## src/rrm_pkg.sv

```systemverilog
// ----------------------------------------------------------------------------
// rrm_pkg: shared types and constants for the rounded RGB mean core
// Pixel and result word layouts, default count width, queue depth.
// ----------------------------------------------------------------------------
package rrm_pkg;

	// default width of the included-pixel count
	localparam int COUNT_BITS_DEF = 16;

	// region records waiting between accumulator and divider (power of two)
	localparam int QUEUE_DEPTH = 2;

	// quotient bits per channel mean
	localparam int MEAN_BITS = 8;

	// width of the reported pixel total
	localparam int TOTAL_BITS = 16;

	// one input word: a pixel with its mask and end-of-region flags
	typedef struct packed {
		logic [7:0] chan0;
		logic [7:0] chan1;
		logic [7:0] chan2;
		logic       include_req;
		logic       region_end;
	} pixel_t;

	// one result word: per-channel rounded means and region status
	typedef struct packed {
		logic [MEAN_BITS-1:0]  mean0;
		logic [MEAN_BITS-1:0]  mean1;
		logic [MEAN_BITS-1:0]  mean2;
		logic [TOTAL_BITS-1:0] pixel_total;
		logic                  overflow;
	} result_t;

endpackage

```

## src/rrm_front.sv

```systemverilog
// ----------------------------------------------------------------------------
// rrm_front: pixel accumulator
// Adds included pixels into three channel sums and a saturating count, and
// hands the region totals on when the end-of-region pixel arrives.
// ----------------------------------------------------------------------------
module rrm_front #(
	parameter int COUNT_BITS = rrm_pkg::COUNT_BITS_DEF
) (
	input  logic                    clk,
	input  logic                    arst_n,
	input  logic                    accept,
	input  rrm_pkg::pixel_t         pixel,
	output logic                    push,
	output logic [COUNT_BITS+7:0]   push_sum0,
	output logic [COUNT_BITS+7:0]   push_sum1,
	output logic [COUNT_BITS+7:0]   push_sum2,
	output logic [COUNT_BITS-1:0]   push_count,
	output logic                    push_sat
);

	localparam int SUM_BITS = COUNT_BITS + 8;

	logic [SUM_BITS-1:0]   sum0_q, sum1_q, sum2_q;
	logic [COUNT_BITS-1:0] count_q;
	logic                  sat_q;

	logic [SUM_BITS-1:0]   sum0_nx, sum1_nx, sum2_nx;
	logic [COUNT_BITS-1:0] count_nx;
	logic                  sat_nx;
	logic                  at_limit;

	// totals including the current pixel
	always_comb begin
		at_limit = &count_q;
		sum0_nx  = sum0_q;
		sum1_nx  = sum1_q;
		sum2_nx  = sum2_q;
		count_nx = count_q;
		sat_nx   = sat_q;
		if (pixel.include_req) begin
			if (!at_limit) begin
				sum0_nx  = sum0_q + SUM_BITS'(pixel.chan0);
				sum1_nx  = sum1_q + SUM_BITS'(pixel.chan1);
				sum2_nx  = sum2_q + SUM_BITS'(pixel.chan2);
				count_nx = count_q + COUNT_BITS'(1);
			end else begin
				sat_nx = 1'b1;
			end
		end
	end

	// hand-off of the finished region
	assign push       = accept && pixel.region_end;
	assign push_sum0  = sum0_nx;
	assign push_sum1  = sum1_nx;
	assign push_sum2  = sum2_nx;
	assign push_count = count_nx;
	assign push_sat   = sat_nx;

	// running totals, cleared after each region
	always_ff @(posedge clk or negedge arst_n) begin
		if (!arst_n) begin
			sum0_q  <= '0;
			sum1_q  <= '0;
			sum2_q  <= '0;
			count_q <= '0;
			sat_q   <= 1'b0;
		end else if (accept) begin
			if (pixel.region_end) begin
				sum0_q  <= '0;
				sum1_q  <= '0;
				sum2_q  <= '0;
				count_q <= '0;
				sat_q   <= 1'b0;
			end else begin
				sum0_q  <= sum0_nx;
				sum1_q  <= sum1_nx;
				sum2_q  <= sum2_nx;
				count_q <= count_nx;
				sat_q   <= sat_nx;
			end
		end
	end

endmodule

```

## src/rrm_queue.sv

```systemverilog
// ----------------------------------------------------------------------------
// rrm_queue: region record queue
// Small FIFO between accumulator and divider; first-word read is direct.
// ----------------------------------------------------------------------------
module rrm_queue #(
	parameter int WIDTH = 8,
	parameter int DEPTH = rrm_pkg::QUEUE_DEPTH
) (
	input  logic             clk,
	input  logic             arst_n,
	input  logic             push,
	input  logic [WIDTH-1:0] wdata,
	input  logic             pop,
	output logic [WIDTH-1:0] rdata,
	output logic             empty,
	output logic             full
);

	localparam int PTR_BITS = (DEPTH > 1) ? $clog2(DEPTH) : 1;
	localparam int CNT_BITS = $clog2(DEPTH + 1);

	logic [WIDTH-1:0]    mem_q [DEPTH];
	logic [PTR_BITS-1:0] wr_ptr_q, rd_ptr_q;
	logic [CNT_BITS-1:0] fill_q;

	assign empty = (fill_q == '0);
	assign full  = (fill_q == CNT_BITS'(DEPTH));
	assign rdata = mem_q[rd_ptr_q];

	// storage
	always_ff @(posedge clk) begin
		if (push) begin
			mem_q[wr_ptr_q] <= wdata;
		end
	end

	// pointers and fill level
	always_ff @(posedge clk or negedge arst_n) begin
		if (!arst_n) begin
			wr_ptr_q <= '0;
			rd_ptr_q <= '0;
			fill_q   <= '0;
		end else begin
			if (push) begin
				wr_ptr_q <= (wr_ptr_q == PTR_BITS'(DEPTH - 1)) ? '0 : wr_ptr_q + PTR_BITS'(1);
			end
			if (pop) begin
				rd_ptr_q <= (rd_ptr_q == PTR_BITS'(DEPTH - 1)) ? '0 : rd_ptr_q + PTR_BITS'(1);
			end
			if (push && !pop) begin
				fill_q <= fill_q + CNT_BITS'(1);
			end else if (pop && !push) begin
				fill_q <= fill_q - CNT_BITS'(1);
			end
		end
	end

endmodule

```

## src/rrm_back.sv

```systemverilog
// ----------------------------------------------------------------------------
// rrm_back: rounded mean divider
// Three restoring-division lanes, one quotient bit per cycle, computing
// (sum + count/2) / count for each channel of a queued region record.
// ----------------------------------------------------------------------------
module rrm_back #(
	parameter int COUNT_BITS = rrm_pkg::COUNT_BITS_DEF
) (
	input  logic                  clk,
	input  logic                  arst_n,
	input  logic                  avail,
	input  logic [COUNT_BITS+7:0] rec_sum0,
	input  logic [COUNT_BITS+7:0] rec_sum1,
	input  logic [COUNT_BITS+7:0] rec_sum2,
	input  logic [COUNT_BITS-1:0] rec_count,
	input  logic                  rec_sat,
	output logic                  pop,
	output rrm_pkg::result_t      result,
	output logic                  result_valid
);

	localparam int SUM_BITS  = COUNT_BITS + 8;
	localparam int MB        = rrm_pkg::MEAN_BITS;
	localparam int STEP_BITS = $clog2(MB);
	localparam int EXT_BITS  = 32;

	typedef enum logic {
		ST_IDLE,
		ST_RUN
	} state_t;

	state_t                      state_q;
	logic [STEP_BITS-1:0]        step_q;
	logic [2:0][SUM_BITS-1:0]    rem_q;
	logic [2:0][MB-1:0]          quo_q;
	logic [SUM_BITS-1:0]         div_q;
	logic [COUNT_BITS-1:0]       n_q;
	logic                        sat_q;

	logic [2:0][SUM_BITS-1:0]    sums;
	logic [2:0]                  ge;
	logic [2:0][MB-1:0]          quo_nx;
	logic [SUM_BITS-1:0]         half_n;
	logic                        n_zero;
	logic [EXT_BITS-1:0]         n_ext;

	assign sums   = {rec_sum2, rec_sum1, rec_sum0};
	assign half_n = SUM_BITS'(rec_count >> 1);
	assign pop    = (state_q == ST_IDLE) && avail;
	assign n_zero = (n_q == '0);
	assign n_ext  = EXT_BITS'(n_q);

	// trial subtract in each lane
	always_comb begin
		for (int k = 0; k < 3; k++) begin
			ge[k]     = (rem_q[k] >= div_q);
			quo_nx[k] = {quo_q[k][MB-2:0], ge[k]};
		end
	end

	// division datapath
	always_ff @(posedge clk) begin
		if (pop) begin
			for (int k = 0; k < 3; k++) begin
				rem_q[k] <= sums[k] + half_n;
				quo_q[k] <= '0;
			end
			div_q <= SUM_BITS'(rec_count) << (MB - 1);
			n_q   <= rec_count;
			sat_q <= rec_sat;
		end else if (state_q == ST_RUN) begin
			for (int k = 0; k < 3; k++) begin
				if (ge[k]) begin
					rem_q[k] <= rem_q[k] - div_q;
				end
				quo_q[k] <= quo_nx[k];
			end
			div_q <= div_q >> 1;
		end
	end

	// sequencer and result register
	always_ff @(posedge clk or negedge arst_n) begin
		if (!arst_n) begin
			state_q      <= ST_IDLE;
			step_q       <= '0;
			result       <= '0;
			result_valid <= 1'b0;
		end else begin
			result_valid <= 1'b0;
			unique case (state_q)
				ST_IDLE: begin
					if (avail) begin
						step_q  <= STEP_BITS'(MB - 1);
						state_q <= ST_RUN;
					end
				end
				ST_RUN: begin
					if (step_q == '0) begin
						// empty region reports zero means
						result.mean0       <= n_zero ? '0 : quo_nx[0];
						result.mean1       <= n_zero ? '0 : quo_nx[1];
						result.mean2       <= n_zero ? '0 : quo_nx[2];
						result.pixel_total <= n_ext[rrm_pkg::TOTAL_BITS-1:0];
						result.overflow    <= sat_q;
						result_valid       <= 1'b1;
						state_q            <= ST_IDLE;
					end else begin
						step_q <= step_q - STEP_BITS'(1);
					end
				end
				default: state_q <= ST_IDLE;
			endcase
		end
	end

endmodule

```

## src/rounded_rgb_mean_core.sv

```systemverilog
// ----------------------------------------------------------------------------
// rounded_rgb_mean_core: rounded per-channel mean of a pixel region
// Accumulator front end, region queue, and bit-serial divider back end.
// ----------------------------------------------------------------------------
// Pixels are taken one word per cycle whenever busy is low; included pixels
// add into three channel sums and a count that saturates at 2^COUNT_BITS-1
// (further included pixels set the overflow flag). The pixel flagged with
// region_end closes the region: its totals go into a two-entry queue and the
// divider, once it takes them, produces one result word, shown for exactly
// one cycle with result_valid high. The receiver cannot stall, so the result
// must be captured on that cycle. Each region occupies the divider for one
// load step and eight quotient-bit steps (all three channels in parallel);
// busy rises only when two closed regions are still waiting, which happens
// when regions shorter than about nine pixels arrive in a row.
// ----------------------------------------------------------------------------
module rounded_rgb_mean_core #(
	parameter int COUNT_BITS = rrm_pkg::COUNT_BITS_DEF
) (
	input  logic             clk,
	input  logic             arst_n,
	input  logic             start,
	output logic             busy,
	input  rrm_pkg::pixel_t  pixel,
	output rrm_pkg::result_t result,
	output logic             result_valid
);

	localparam int SUM_BITS = COUNT_BITS + 8;
	localparam int REC_BITS = 3 * SUM_BITS + COUNT_BITS + 1;
	localparam logic [31:0] LIMIT_EXT = 32'((64'(1) << COUNT_BITS) - 64'(1));

	logic                  accept;
	logic                  q_push, q_pop, q_empty, q_full;
	logic [REC_BITS-1:0]   q_wdata, q_rdata;
	logic [SUM_BITS-1:0]   f_sum0, f_sum1, f_sum2;
	logic [COUNT_BITS-1:0] f_count;
	logic                  f_sat;
	logic [SUM_BITS-1:0]   b_sum0, b_sum1, b_sum2;
	logic [COUNT_BITS-1:0] b_count;
	logic                  b_sat;

	// input word handshake
	assign busy   = q_full;
	assign accept = start && !busy;

	rrm_front #(
		.COUNT_BITS(COUNT_BITS)
	) u_front (
		.clk       (clk),
		.arst_n    (arst_n),
		.accept    (accept),
		.pixel     (pixel),
		.push      (q_push),
		.push_sum0 (f_sum0),
		.push_sum1 (f_sum1),
		.push_sum2 (f_sum2),
		.push_count(f_count),
		.push_sat  (f_sat)
	);

	// region record packing
	assign q_wdata = {f_sat, f_count, f_sum2, f_sum1, f_sum0};
	assign {b_sat, b_count, b_sum2, b_sum1, b_sum0} = q_rdata;

	rrm_queue #(
		.WIDTH(REC_BITS),
		.DEPTH(rrm_pkg::QUEUE_DEPTH)
	) u_queue (
		.clk   (clk),
		.arst_n(arst_n),
		.push  (q_push),
		.wdata (q_wdata),
		.pop   (q_pop),
		.rdata (q_rdata),
		.empty (q_empty),
		.full  (q_full)
	);

	rrm_back #(
		.COUNT_BITS(COUNT_BITS)
	) u_back (
		.clk         (clk),
		.arst_n      (arst_n),
		.avail       (!q_empty),
		.rec_sum0    (b_sum0),
		.rec_sum1    (b_sum1),
		.rec_sum2    (b_sum2),
		.rec_count   (b_count),
		.rec_sat     (b_sat),
		.pop         (q_pop),
		.result      (result),
		.result_valid(result_valid)
	);

	// a closed region never lands in a full queue
	a_no_push_full: assert property (@(posedge clk) disable iff (!arst_n)
		q_push |-> !q_full)
		else $error("region record pushed into full queue");

	// the divider never emits results on consecutive cycles
	a_result_gap: assert property (@(posedge clk) disable iff (!arst_n)
		result_valid |=> !result_valid)
		else $error("result strobe held for more than one cycle");

	// overflow is only reported with the count at its limit
	a_overflow_total: assert property (@(posedge clk) disable iff (!arst_n)
		(result_valid && result.overflow) |->
		(result.pixel_total == LIMIT_EXT[rrm_pkg::TOTAL_BITS-1:0]))
		else $error("overflow reported below count limit");

	// nothing pops from an empty queue
	a_no_pop_empty: assert property (@(posedge clk) disable iff (!arst_n)
		q_pop |-> !q_empty)
		else $error("divider took a record from an empty queue");

endmodule
```

## config.mk

```make
export PLATFORM = sky130hd
export DESIGN_NAME = rounded_rgb_mean_core
export DESIGN_NICKNAME = d
export VERILOG_FILES = /design/src/rrm_pkg.sv /design/src/rrm_front.sv /design/src/rrm_queue.sv /design/src/rrm_back.sv /design/src/rounded_rgb_mean_core.sv
export SDC_FILE = /design/constraint.sdc
export NUM_CORES = 1
export LEC_CHECK = 0
export ABC_AREA = 1
export BUFFER_PORTS_ARGS = -buffer_cell sky130_fd_sc_hd__buf_2
export CAP_MARGIN = 20
export CORE_UTILIZATION = 50
export CTS_CLUSTER_SIZE = 25
export DETAILED_ROUTE_END_ITERATION = 8
export GPL_TIMING_DRIVEN = 1
export PLACE_DENSITY = 0.7
export SYNTH_ARGS = -nofsm -noshare
export SYNTH_HDL_FRONTEND = slang
export SYNTH_HIERARCHICAL = 1
export SYNTH_SLANG_ARGS = --single-unit
```

## constraint.sdc

```tcl
create_clock -name clk -period 7.8 [get_ports clk]
set_input_delay 0.39 -clock clk [delete_from_list [all_inputs] [get_ports clk]]
set_output_delay 0.39 -clock clk [all_outputs]
set_load 0.01 [all_outputs]
```

Word level (Yosys, flattened, before mapping)
Memories as Yosys holds them, arrays and structs flattened.
Cells that the tools add are included.
- bitwise operators: 1
- eq/ne operators: 3
- $add $sub $neg: 15
- mux-type cells: 39
- reduce and logical (&&, ||, !) cells: 23
- magnitude comparators: 3
- operator list (cell ; number):
    two-way mux 24 bit ; 12
    two-way mux 72 bit ; 2
    adder 24 x 15 -> 24 bit ; 3
    adder 24 x 8 -> 24 bit ; 3
    greater-or-equal comparator 24 x 23 -> 1 bit ; 3
    subtractor 24 x 23 -> 24 bit ; 3
    two-way mux 16 bit ; 3
    two-way mux 23 bit ; 2
    two-way mux 8 bit ; 3
    adder 16 x 1 -> 16 bit, second input constant ; 1
    logical NOT 16 bit ; 1
    AND reduction 16 bit ; 1
    two-way mux 1 bit ; 11
    AND reduction 2 bit ; 5
    nonzero test 2 bit ; 5
    two-way mux 3 bit ; 2
    one-hot mux 3 bit (2 select lines) ; 1
    logical AND 1 bit ; 5
    logical NOT 1 bit ; 4
    two-way mux 2 bit ; 2
    != test 2 bit, second input constant ; 2
    logical NOT 3 bit ; 1
    subtractor 3 x 1 -> 3 bit, second input constant ; 1
    adder 1 bit, second input constant ; 2
    other kinds (6) ; 6
- memories: 1
- output and inout bits: 43
- word-level logic and storage cells: 111
- RAM bits: 178
- register bits after elaboration: 272
- input port bits: 29
- memory list (memory ; depth ; bits a word ; read ports ; clocked after Yosys merged registers in ; write ports ; line ; RTL):
    u_queue.mem_q ; 2 ; 89 ; 1 ; 0 ; 1 ; rrm_queue.sv:22 ; logic [WIDTH-1:0] mem_q [DEPTH];

Longest topological paths before layout
Gate-level depths: netlist of run 1.
- depth after elaboration: 8
- gate-level depth with buffers: 16

Hierarchy
Netlist of run 1, hierarchy kept.
- by module, submodules not included (module ; cells an instance ; area each (um^2) ; sequential area each (um^2) ; instances):
    rrm_back ; 2548 ; 15949.0 ; 4864.7 ; 1
    rrm_front ; 1064 ; 6959.2 ; 2227.1 ; 1
    rrm_queue ; 302 ; 6688.9 ; 5445.2 ; 1
    rounded_rgb_mean_core ; 3 ; 13.8 ; 0.0 ; 1

Least setup slack after synthesis of run 1
Ideal clock, no wire load.
- kind: register to register
- start point: reg u_queue.fill_q[1]
- end point: mem u_queue/mem_q[0][0] (netlist name) (enable)
- required time: 7.261 ns
- setup slack: 2.353 ns
- stages on the path, launching flop included: 9
- data arrival time: 4.908 ns
- path buffers: 1
- path through: dfrtp_1 inv_1 nor2_1 nor2_2 clkbuf_1 nand2_1 inv_1 inv_1 nor2_1
- word-level cells in the longest chain between the ends: 6
- RTL lines (element ; line ; RTL):
    start: declaration ; rrm_queue.sv:24 ; logic [CNT_BITS-1:0] fill_q;
    start signal: assignment ; rrm_queue.sv:51 ; fill_q <= fill_q + CNT_BITS'(1);
    start signal: assignment ; rrm_queue.sv:53 ; fill_q <= fill_q - CNT_BITS'(1);
    == test 2 bit ; rrm_queue.sv:27 ; assign full = (fill_q == CNT_BITS'(DEPTH));
    net busy ; rounded_rgb_mean_core.sv:22 ; output logic busy,
    logical NOT 1 bit ; rounded_rgb_mean_core.sv:44 ; assign accept = start && !busy;
    logical AND 1 bit ; rounded_rgb_mean_core.sv:44 ;
    net accept ; rounded_rgb_mean_core.sv:32 ; logic accept;
    logical AND 1 bit ; rrm_front.sv:53 ; assign push = accept && pixel.region_end;
    net q_push ; rounded_rgb_mean_core.sv:33 ; logic q_push, q_pop, q_empty, q_full;
    two-way mux 1 bit ; rrm_queue.sv:32 ; if (push) begin
    two-way mux 1 bit (not written as such) ; rrm_queue.sv:33 ; mem_q[wr_ptr_q] <= wdata;
    end: declaration ; rrm_queue.sv:22 ;
The timed path passes the listed nets, and every way through them passes these cells.

Worst setup path after layout of run 1
- start point: reg u_queue.rd_ptr_q
- end point: reg u_back/rem_q[41] (netlist name) (data pin)
- word-level cells in the longest chain between the ends: 3
- RTL lines (element ; line ; RTL):
    start: declaration ; rrm_queue.sv:23 ; logic [PTR_BITS-1:0] wr_ptr_q, rd_ptr_q;
    start signal: assignment ; rrm_queue.sv:48 ; rd_ptr_q <= (rd_ptr_q == PTR_BITS'(DEPTH - 1)) ? '0 : rd_ptr_q + PTR_BITS'(1);
    memory read (2 x 89 bit) ; -- ;
    net q_rdata[81] ; rounded_rgb_mean_core.sv:34 ; logic [REC_BITS-1:0] q_wdata, q_rdata;
    adder 24 x 15 -> 24 bit ; rrm_back.sv:65 ; rem_q[k] <= sums[k] + half_n;
    two-way mux 72 bit ; rrm_back.sv:63 ; if (pop) begin
    end signal: indexed assignment ; rrm_back.sv:65 ;
    end signal: indexed assignment ; rrm_back.sv:74 ; rem_q[k] <= rem_q[k] - div_q;
    end: declaration ; rrm_back.sv:34 ; logic [2:0][SUM_BITS-1:0] rem_q;
The timed path passes the listed nets, and every way through them passes these cells.
A chain may end at the register's enable or synchronous reset.

==> flow_metrics.py, run 1 <==
metrics = {
    "run_status": {
        "status": "completed",
    },
    "placed_design": {
        "post-place-cells": 4696,
        "place_area_um2": 30600,
        "io_buffers": 71,
        "gp_congestion": 0.967,
        "hpwl_um": 59400,
    },
    "clock_network": {
        "root_buffer": "clkbuf_16",
        "clk_latency_ps": 610,
        "clk_pin_slew_ps": 60,
        "htreeDepth": 2,
        "cts_tree": "yes",
        "cts_sinks": 450,
        "post_cts_resized": 0,
        "clockBufferDepth": 3,
        "numCtsBuffers": 48,
    },
    "synthesis": {
        "syn_inst": 3917,
        "synth-xor-area-share": 0.0197,
        "async_flop_share": 0.309,
        "synth_ff_type": "edfxtp_1",
        "synth_compound_area_frac": 0.0599,
        "avgSynthCellArea_um2": 7.56,
        "ys_seq_area_frac": 0.423,
        "yosys_warnings": 6,
        "synth_seq_cells": 450,
        "synthDistinctLibCells": 48,
        "synth-simple-area-share": 0.303,
        "synthAdderAreaFrac": 0.0661,
        "synth_top_family_by_area": "simple AND/OR/NAND/NOR gates",
        "synth_edf_count": 283,
        "syn-num-nets": 4097,
        "synth.area.mux_share": 0.0338,
        "synth_area_um2": 29600,
    },
    "routing": {
        "drt_wl_total_um": 78800,
        "dr.pass1.iters": 7,
        "drc": 0,
        "wl_per_cell_um": 16.4,
        "ant_nets": 0,
        "routed-via-count": 25300,
        "dr.first_iter.drc_count": 2282,
        "viasPerCell": 5.29,
    },
    "power_and_ir_drop": {
        "p_leak_nw": 15.9,
        "clockPowerShare": 0.166,
        "pwr-share-seq": 0.263,
        "pwr-share-comb": 0.571,
        "internal_power_w": 0.00778,
        "p_total_w": 0.0148,
        "vdd_drop_max_mv": 0.250,
        "powerDensity_nw_per_um2": 457,
        "sw_frac_of_total": 0.475,
        "power.switching_w": 0.00703,
    },
    "sta": {
        "worst_pin_slew_ps": 988,
        "final_max_slew_viol_count": 0,
        "fin_skew_ps": 40.0,
        "fin_crit_sh": 0.477,
        "hold_viol_final": 0,
        "finalSetupTns_ps": 0,
        "slew_headroom": 0.341,
        "finalSetupViolCount": 0,
        "rsz0062_at_grt": "no",
        "max_freq_mhz": 269,
        "hold-worst-slack_ps": 258,
        "fin_crit_ps": 3720,
    },
    "final_layout": {
        "seq_area_um2": 12500,
        "area_delta_synth_final_pct": 9.48,
        "layout_common_cells": "1392 x nand2_1, 619 x inv_1, 283 x nand3_1, 283 x edfxtp_1, 262 x nor2_1",
        "final_area_um2": 32400,
        "diodes": 0,
        "fillers": 5454,
        "stdcell_count": 4789,
        "multiInputGateArea_um2": 14300,
        "final_common_cell": "nand2_1",
        "layout.nets": 4164,
        "drive_above_1_share": 0.0773,
    },
    "grt": {
        "grt_start_max_net_pins": 80,
        "antenna_found_initial": 0,
        "grt_remaining_overflow": 0,
        "grt.total_usage": 0.261,
        "grt_pass1_vias": 22900,
        "grt_first_pass_wirelength_um": 124000,
    },
    "floorplanning": {
        "die_h_um": 245,
        "start_util": 0.509,
        "dieArea_um2": 60200,
        "core_area_um2": 58100,
        "pin_count": 72,
        "rows": 88,
        "die-width_um": 245,
    },
    "critical_path": {
        "worstPathMaxFanout": 63,
        "startpoint_type": "register",
        "critPathKind": "reg2reg",
        "worstPathArrival_ps": 4050,
        "cp_data_required_time_ps": 8130,
        "end_kind": "register",
    },
    "hold_path": {
        "hp-class": "in2reg",
    },
    "flow_run": {
        "maxCapViolCount": 0,
    },
}
through the flow:
step	utilization	setup slack, ps
2_1_floorplan	-	2350
3_3_place_gp	0.527	4080
3_5_place_dp	0.527	4090
4_1_cts	0.557	4100
5_1_grt	0.558	3860
6_report	0.558	4080
worst max-delay path, cell delays in order (launching register included):
cell and delay [ps]:
dfrtp_4 670, buf_4 710, mux2_2 520, ha_1 440, nand2_1 140, nor2_1 270
nand3_1 130, nand3_1 150, nand2_1 90, nand2_1 60, nand2_1 40, nand3_1 100
nand2_1 80
layout make-up:
class / count / share of cell area
clock buffer: 64 / 0.0430
clock inverter: 26 / 0.0103
inverter: 625 / 0.0724
multi-input combinational: 2770 / 0.441
sequential: 450 / 0.387
tap: 765 / 0.0295
timing repair buffer: 89 / 0.0166
kinds of logic after synthesis:
family | after synthesis
AND/OR/NAND/NOR | 2136
adder cells (fa/ha/maj) | 151
buffers and inverters | 697
flip-flops | 450
XOR/XNOR | 65
multiplexers | 89
AO/OA/AOI/OAI | 329
Yosys cell counts, types with 26 or more instances:
master / n / area, um2
edfxtp_1: 283 / 8500
nand2_1: 1392 / 5230
inv_1: 620 / 2330
ha_1: 142 / 1780
nand3_1: 283 / 1420
o22ai_1: 49 / 307
dfxtp_1: 28 / 561
nand3b_1: 40 / 300
xor2_1: 45 / 394
and2_1: 26 / 163
clkbuf_1: 30 / 113
a21oi_1: 97 / 485
nor2_1: 264 / 991
nand4_1: 49 / 307
dfrtp_1: 139 / 3480
mux2_2: 89 / 1000
o21ai_0: 143 / 716
repair_timing:
item | CTS | global route
endpoints found under the hold margin | 76 | 0
hold buffers | 1 | 0
buffers inserted | 0 | 0
power by group through the flow:
stage               registers, W  logic (W)  clock network [W]
global placement         0.00394    0.00812                  0
finish                   0.00390    0.00846            0.00245
detailed placement       0.00394    0.00819                  0
CTS                      0.00390    0.00826            0.00250
floorplan                0.00386    0.00604                  0
global route             0.00396    0.00948            0.00259
state kept, by name, indices dropped and copies added, names as in the netlist:
name,flops
u_back/n_q,16
u_back/step_q,3
u_queue/mem_q,178
u_back/quo_nx,21
u_back/rem_q,72
u_back/sat_q,1
u_front/sum1_q,24
u_back/result,41
u_queue/rd_ptr_q,1
u_back/state_q,1
u_queue/fill_q,2
u_front/sum0_q,24
u_back/div_q,23
u_back/result_valid,1
u_front/sum2_q,24
u_front/count_q,16
u_queue/wr_ptr_q,1
u_front/sat_q,1
worst paths after layout:
check                                      start                 to  slack [ps]  depth (start not counted)
worst min-delay path                    pixel[0]      u_front/sat_q         260                          4
max in group asynchronous                 arst_n   u_queue/rd_ptr_q        5870                          3
min in group asynchronous                 arst_n  u_back/result[28]         360                          2
worst max register to register  u_queue/rd_ptr_q   u_back/rem_q[41]        4080                         12
worst min register to register      u_back/sat_q   u_back/result[0]         430                          2
worst max-delay path            u_queue/rd_ptr_q   u_back/rem_q[41]        4080                         12
per-layer routing:
layer | global-route usage | up-vias | wire length [um]
li1 | - | 12800 | -
met1 | 0.393 | 11600 | 37500
met2 | 0.391 | 832 | 33500
met3 | 0.0286 | 116 | 5300
met4 | 0.0868 | 0 | 2420
met5 | 0 | - | 0
(Power assumes the default switching activity.)
==> inputs of run 2 (changes only) <==
- PLACE_DENSITY: 0.7 -> 0.73
- clock period: 7.8 -> 3.3 ns (I/O delays scaled with it)
==> run 2 against run 1 <==
Die area unchanged. First-iteration DRC count increased by 9.0%. Clock power increased by 140%. Maximum frequency increased by 21%. Flip-flop and latch count unchanged. Combinational power increased by 140%. Via count increased by 0.36%. Sequential share of layout area decreased by 0.33 points. Critical path type unchanged. Critical endpoint is now u_back/rem_q[42]. Highest routed layer unchanged.
==> flow_metrics.py, run 2 (synthesized netlist as in run 1, its figures left out) <==
metrics = {
    "floorplanning": {
        "pin_count": 72,
        "dieArea_um2": 60200,
        "start_util": 0.509,
        "die_h_um": 245,
        "rows": 88,
        "die-width_um": 245,
        "core_area_um2": 58100,
    },
    "placed_design": {
        "gp_congestion": 0.947,
        "hpwl_um": 59500,
        "io_buffers": 71,
        "post-place-cells": 4720,
    },
    "final_layout": {
        "final_common_cell": "nand2_1",
        "area_delta_synth_final_pct": 10.4,
        "top_register": "u_queue/mem_q",
        "largest_register_ffs": 178,
        "drive_above_1_share": 0.0830,
        "stdcell_count": 4813,
        "diodes": 0,
        "layout_common_cells": "1392 x nand2_1, 619 x inv_1, 283 x nand3_1, 283 x edfxtp_1, 262 x nor2_1",
        "biggestRegsByFlops": "u_queue/mem_q (178), u_back/rem_q (72), u_back/result (41)",
        "layout.nets": 4188,
    },
    "sta": {
        "finalSetupTns_ps": 0,
        "fin_crit_sh": 0.931,
        "finalSetupViolCount": 0,
        "max_freq_mhz": 325,
        "final_max_slew_viol_count": 0,
        "hold_viol_final": 0,
        "fin_crit_ps": 3070,
        "slew_headroom": 0.520,
        "worst_pin_slew_ps": 720,
        "fin_skew_ps": 26.9,
        "rsz0062_at_grt": "no",
    },
    "grt": {
        "grt_first_pass_wirelength_um": 124000,
        "grt_remaining_overflow": 0,
        "grt_pass1_vias": 23000,
        "antenna_found_initial": 0,
        "grt_start_max_net_pins": 109,
        "grt.total_usage": 0.260,
    },
    "routing": {
        "viasPerCell": 5.28,
        "dr.first_iter.drc_count": 2488,
        "ant_nets": 0,
        "drc": 0,
        "drt_wl_total_um": 78300,
        "wl_per_cell_um": 16.3,
        "routed-via-count": 25400,
        "dr.pass1.iters": 6,
    },
    "critical_path": {
        "worstPathArrival_ps": 3420,
        "crit_slowest_cell": "dfrtp_4",
        "worstPathMaxFanout": 18,
        "path_common_cell": "nand2_1",
        "critPathKind": "reg2reg",
        "path_cells": "buf_8 -> mux2_2 -> ha_1 -> nand2_1 -> nor2_1 -> nand3_1 -> nand3b_1 -> nand2_1 -> nand2_1 -> nand2_1 -> nand3_1 -> nand2_1",
        "end_kind": "register",
        "slowest_delay_ps": 620,
        "startpoint_type": "register",
        "r2r_setup_slack_ps": 230,
        "cp_data_required_time_ps": 3640,
    },
    "run_status": {
        "status": "completed",
    },
    "clock_network": {
        "numCtsBuffers": 48,
        "clk_pin_slew_ps": 70,
        "post_cts_resized": 0,
        "clockBufferDepth": 3,
        "root_buffer": "clkbuf_16",
        "clk_latency_ps": 610,
        "cts_tree": "yes",
        "htreeDepth": 2,
        "cts_sinks": 450,
    },
    "hold_path": {
        "hp-class": "in2reg",
    },
    "flow_run": {
        "maxCapViolCount": 0,
    },
    "power_and_ir_drop": {
        "p_leak_nw": 16.1,
        "powerDensity_nw_per_um2": 1070,
        "vdd_drop_max_mv": 0.575,
    },
}
==> run 2: changes by cell type in the layout (fill, tap and decap cells not counted), sizes merged <==
cell and change:
dlygate4sd3 +1, inv -2, clkbuf -2, clkinvlp +3
buf +23, clkinv +1
==> run 2: critical path: cells and delay by family (launching register included) <==
family	cells	cell delay [ps]
and+or+nand+nor	9	1080
DFF	1	620
buffers and inverters	1	240
adders and majority gates	1	420
muxes	1	470
==> run 2: final cells by class <==
class | count | area [um2]
clock inverter | 28 | 327
clock buffer | 62 | 1390
tap | 765 | 957
multi-input combinational | 2770 | 14300
timing repair buffer | 113 | 827
inverter | 625 | 2350
sequential | 450 | 12500
fill | 5406 | 25400
==> run 2: path summary, 6_finish.rpt <==
path	from	to	cells after the start
worst max-delay path	u_queue/rd_ptr_q	u_back/rem_q[42]	12
worst min-delay path	pixel[1]	u_front/count_q[11]	3
worst max register to register	u_queue/rd_ptr_q	u_back/rem_q[42]	12
worst min register to register	u_back/sat_q	u_back/result[0]	2
max in group asynchronous	arst_n	u_front/sum0_q[20]	3
min in group asynchronous	arst_n	u_back/result[28]	2
==> run 2: timing repair <==
| action | in CTS | in global routing |
|---|---|---|
| buffers inserted | 0 | 1 |
| hold buffers | 2 | 0 |
| endpoints found under the hold margin | 59 | 0 |
| setup endpoints to repair | 0 | 1 |
==> run 2: per-stage QoR <==
stage	power (W)	instance area (um2)	utilization	hold slack (ps)	worst slack, ps
after detailed placement	0.0289	30900	0.532	194	180
final	0.0351	32700	0.562	74.9	227
after CTS	0.0348	32700	0.562	55.3	145
after floorplan	0.0234	29600	-	-131	383
after global placement	0.0287	30900	0.532	190	190
after global routing	0.0380	32700	0.562	90.7	45.2
==> run 2: power breakdown <==
part,switching (W),internal (W),leakage [nW],total [W]
registers,0.000761,0.00841,4.83,0.00917
clock network,0.00239,0.00341,0.836,0.00580
logic,0.0134,0.00669,10.4,0.0201
total,0.0166,0.0185,16.1,0.0351
==> run 2: layer usage <==
metal	routed length (um)	vias to the layer above	share of wire	global-route usage
met3	5250	102	0.067	0.0301
met2	34600	835	0.44	0.402
met4	1890	0	0.024	0.0683
li1	-	12800	-	-
met1	36600	11700	0.47	0.386
met5	0	-	0	0
==> inputs of run 3 (changes only) <==
- CAP_MARGIN: 20 -> 10
- CORE_UTILIZATION: 50 -> 40
- PLACE_DENSITY: 0.73 -> 0.61
==> run 3 against run 2 <==
Register-to-register slack worse by 40 ps. Highest routed layer unchanged. Wire length is 3.4% higher. Power is 1.1% higher. Non-clock buffer count is 12 higher.
==> flow_metrics.py, run 3 (synthesized netlist as in run 1, its figures left out) <==
metrics = {
    "critical_path": {
        "r2r_setup_slack_ps": 190,
        "worstPathMaxFanout": 7,
        "crit-reg2reg-launch": "u_queue/rd_ptr_q",
        "slowest_delay_ps": 550,
        "worstPathArrival_ps": 3480,
        "path_common_cell": "nand2_1",
        "path_cells": "buf_12 -> buf_4 -> mux2_2 -> ha_1 -> nand2_1 -> nor2_1 -> nand3_1 -> nand3_1 -> nand2_1 -> nand2_1 -> nand2_1 -> nand3_1 -> nand2_1",
        "r2r_cells": 13,
        "end_kind": "register",
        "r2r_end": "u_back/rem_q[66]",
        "crit_slowest_cell": "dfrtp_4",
        "critPathKind": "reg2reg",
        "startpoint_type": "register",
        "cp_data_required_time_ps": 3670,
    },
    "routing": {
        "drc": 0,
        "drt_wl_total_um": 81000,
        "ant_nets": 0,
        "routed-via-count": 24900,
        "dr.pass1.iters": 6,
        "dr.first_iter.drc_count": 2148,
        "viasPerCell": 4.95,
        "wl_per_cell_um": 16.1,
    },
    "final_layout": {
        "multiInputGateArea_um2": 14300,
        "final_common_cell": "nand2_1",
        "layout_common_cells": "1391 x nand2_1, 619 x inv_1, 283 x nand3_1, 283 x edfxtp_1, 262 x nor2_1",
        "seq_area_um2": 12500,
        "diodes": 0,
        "top_register": "u_queue/mem_q",
        "area_delta_synth_final_pct": 11.8,
        "fillers": 7290,
        "final_util": 0.453,
        "stdcell_count": 5024,
        "drive_above_1_share": 0.0859,
        "layout.nets": 4203,
        "largest_register_ffs": 178,
        "biggestRegsByFlops": "u_queue/mem_q (178), u_back/rem_q (72), u_back/result (41)",
    },
    "placed_design": {
        "post-place-cells": 4921,
        "io_buffers": 71,
        "hpwl_um": 62300,
        "gp_congestion": 0.947,
        "dpl_worst_slack_ps": 15.9,
    },
    "grt": {
        "antenna_found_initial": 0,
        "grt_remaining_overflow": 0,
        "grt.total_usage": 0.215,
        "grt_start_max_net_pins": 79,
        "grt_pass1_vias": 22700,
        "grt_first_pass_wirelength_um": 126000,
    },
    "sta": {
        "rsz0062_at_grt": "no",
        "final_max_slew_viol_count": 0,
        "worst_pin_slew_ps": 777,
        "finalSetupTns_ps": 0,
        "slew_headroom": 0.482,
        "finalSetupViolCount": 0,
        "fin_crit_ps": 3110,
        "hold-worst-slack_ps": 84.4,
        "fin_crit_sh": 0.943,
        "hold_viol_final": 0,
        "worst_slack_ps": 187,
        "fin_skew_ps": 31.4,
        "max_freq_mhz": 321,
    },
    "floorplanning": {
        "rows": 99,
        "dieArea_um2": 75100,
        "die_h_um": 274,
        "core_area_um2": 73100,
        "die-width_um": 274,
        "pin_count": 72,
        "start_util": 0.405,
    },
    "flow_run": {
        "maxCapViolCount": 0,
    },
    "hold_path": {
        "min-delay-start": "pixel[1]",
        "hold_end": "u_front/count_q[10]",
        "hp-class": "in2reg",
        "hold_depth": 3,
    },
    "power_and_ir_drop": {
        "p_leak_nw": 16.1,
        "vdd_drop_max_mv": 0.416,
        "powerDensity_nw_per_um2": 1070,
    },
    "clock_network": {
        "clockBufferDepth": 3,
        "clk_latency_ps": 610,
        "htreeDepth": 2,
        "numCtsBuffers": 51,
        "cts_sinks": 450,
        "cts_tree": "yes",
        "root_buffer": "clkbuf_16",
        "post_cts_resized": 0,
        "clk_pin_slew_ps": 70,
    },
    "run_status": {
        "status": "completed",
    },
}
## run 3: cell types whose count changed in the layout (fill, tap and decap cells not counted), moves of 2 or more
cell	delta
buf_4	+9
buf_12	+3
clkinv_4	+2
inv_8	-3
clkinv_1	+5
inv_6	+2
clkinvlp_4	+2
## run 3: how the worst max path moves through the flow
stage	startpoint	to	slack (ps)	cells past startpoint
detailed placement	u_queue/rd_ptr_q	u_back/rem_q[23]	20	12
global placement	u_queue/rd_ptr_q	u_back/rem_q[23]	-30	12
finish	u_queue/rd_ptr_q	u_back/rem_q[66]	190	13
global route	u_queue/rd_ptr_q	u_back/rem_q[23]	100	12
CTS	u_queue/rd_ptr_q	u_back/rem_q[23]	120	12
floorplan	u_queue/fill_q[1]	u_queue/mem_q[0][0]	380	8
## run 3: repair_timing
action	4_1_cts	5_1_grt
endpoints found under the setup margin	1	1
hold buffers	2	0
endpoints found under the hold margin	65	0
setup buffers	1	5
## run 3: per-layer routing
metal / track usage / vias up / wire length, um
met3: 0.0257 / 92 / 3800
met1: 0.313 / 11400 / 39600
li1: - / 12800 / -
met5: 0 / - / 0
met2: 0.336 / 538 / 35600
met4: 0.0572 / 0 / 1930
## run 3: final cells by class
type                    count  area share
multi-input cells        2770       0.432
flip-flops and latches    450       0.379
inverters                 625      0.0710
clock buffers              61      0.0419
well taps                 959      0.0363
repair buffers            125      0.0292
clock inverters            34      0.0103
## run 3: critical path: cells and delay by family, from the launching register on
family,cells,cell delay [ps]
mux,1,400
buf+inv,2,300
simple gates,9,1190
flops,1,550
fa+ha+maj,1,420
## run 3: power breakdown
part | switching, W | leakage, nW | internal (W) | total (W)
clock network | 0.00241 | 0.830 | 0.00334 | 0.00575
registers | 0.000729 | 4.83 | 0.00841 | 0.00914
logic | 0.0136 | 10.5 | 0.00690 | 0.0205
## run 3: metrics by stage
stage,total power [W],area (um2)
2_1_floorplan,0.0234,29600
3_3_place_gp,0.0292,31300
6_report,0.0354,33100
4_1_cts,0.0353,33000
3_5_place_dp,0.0293,31300
5_1_grt,0.0385,33100
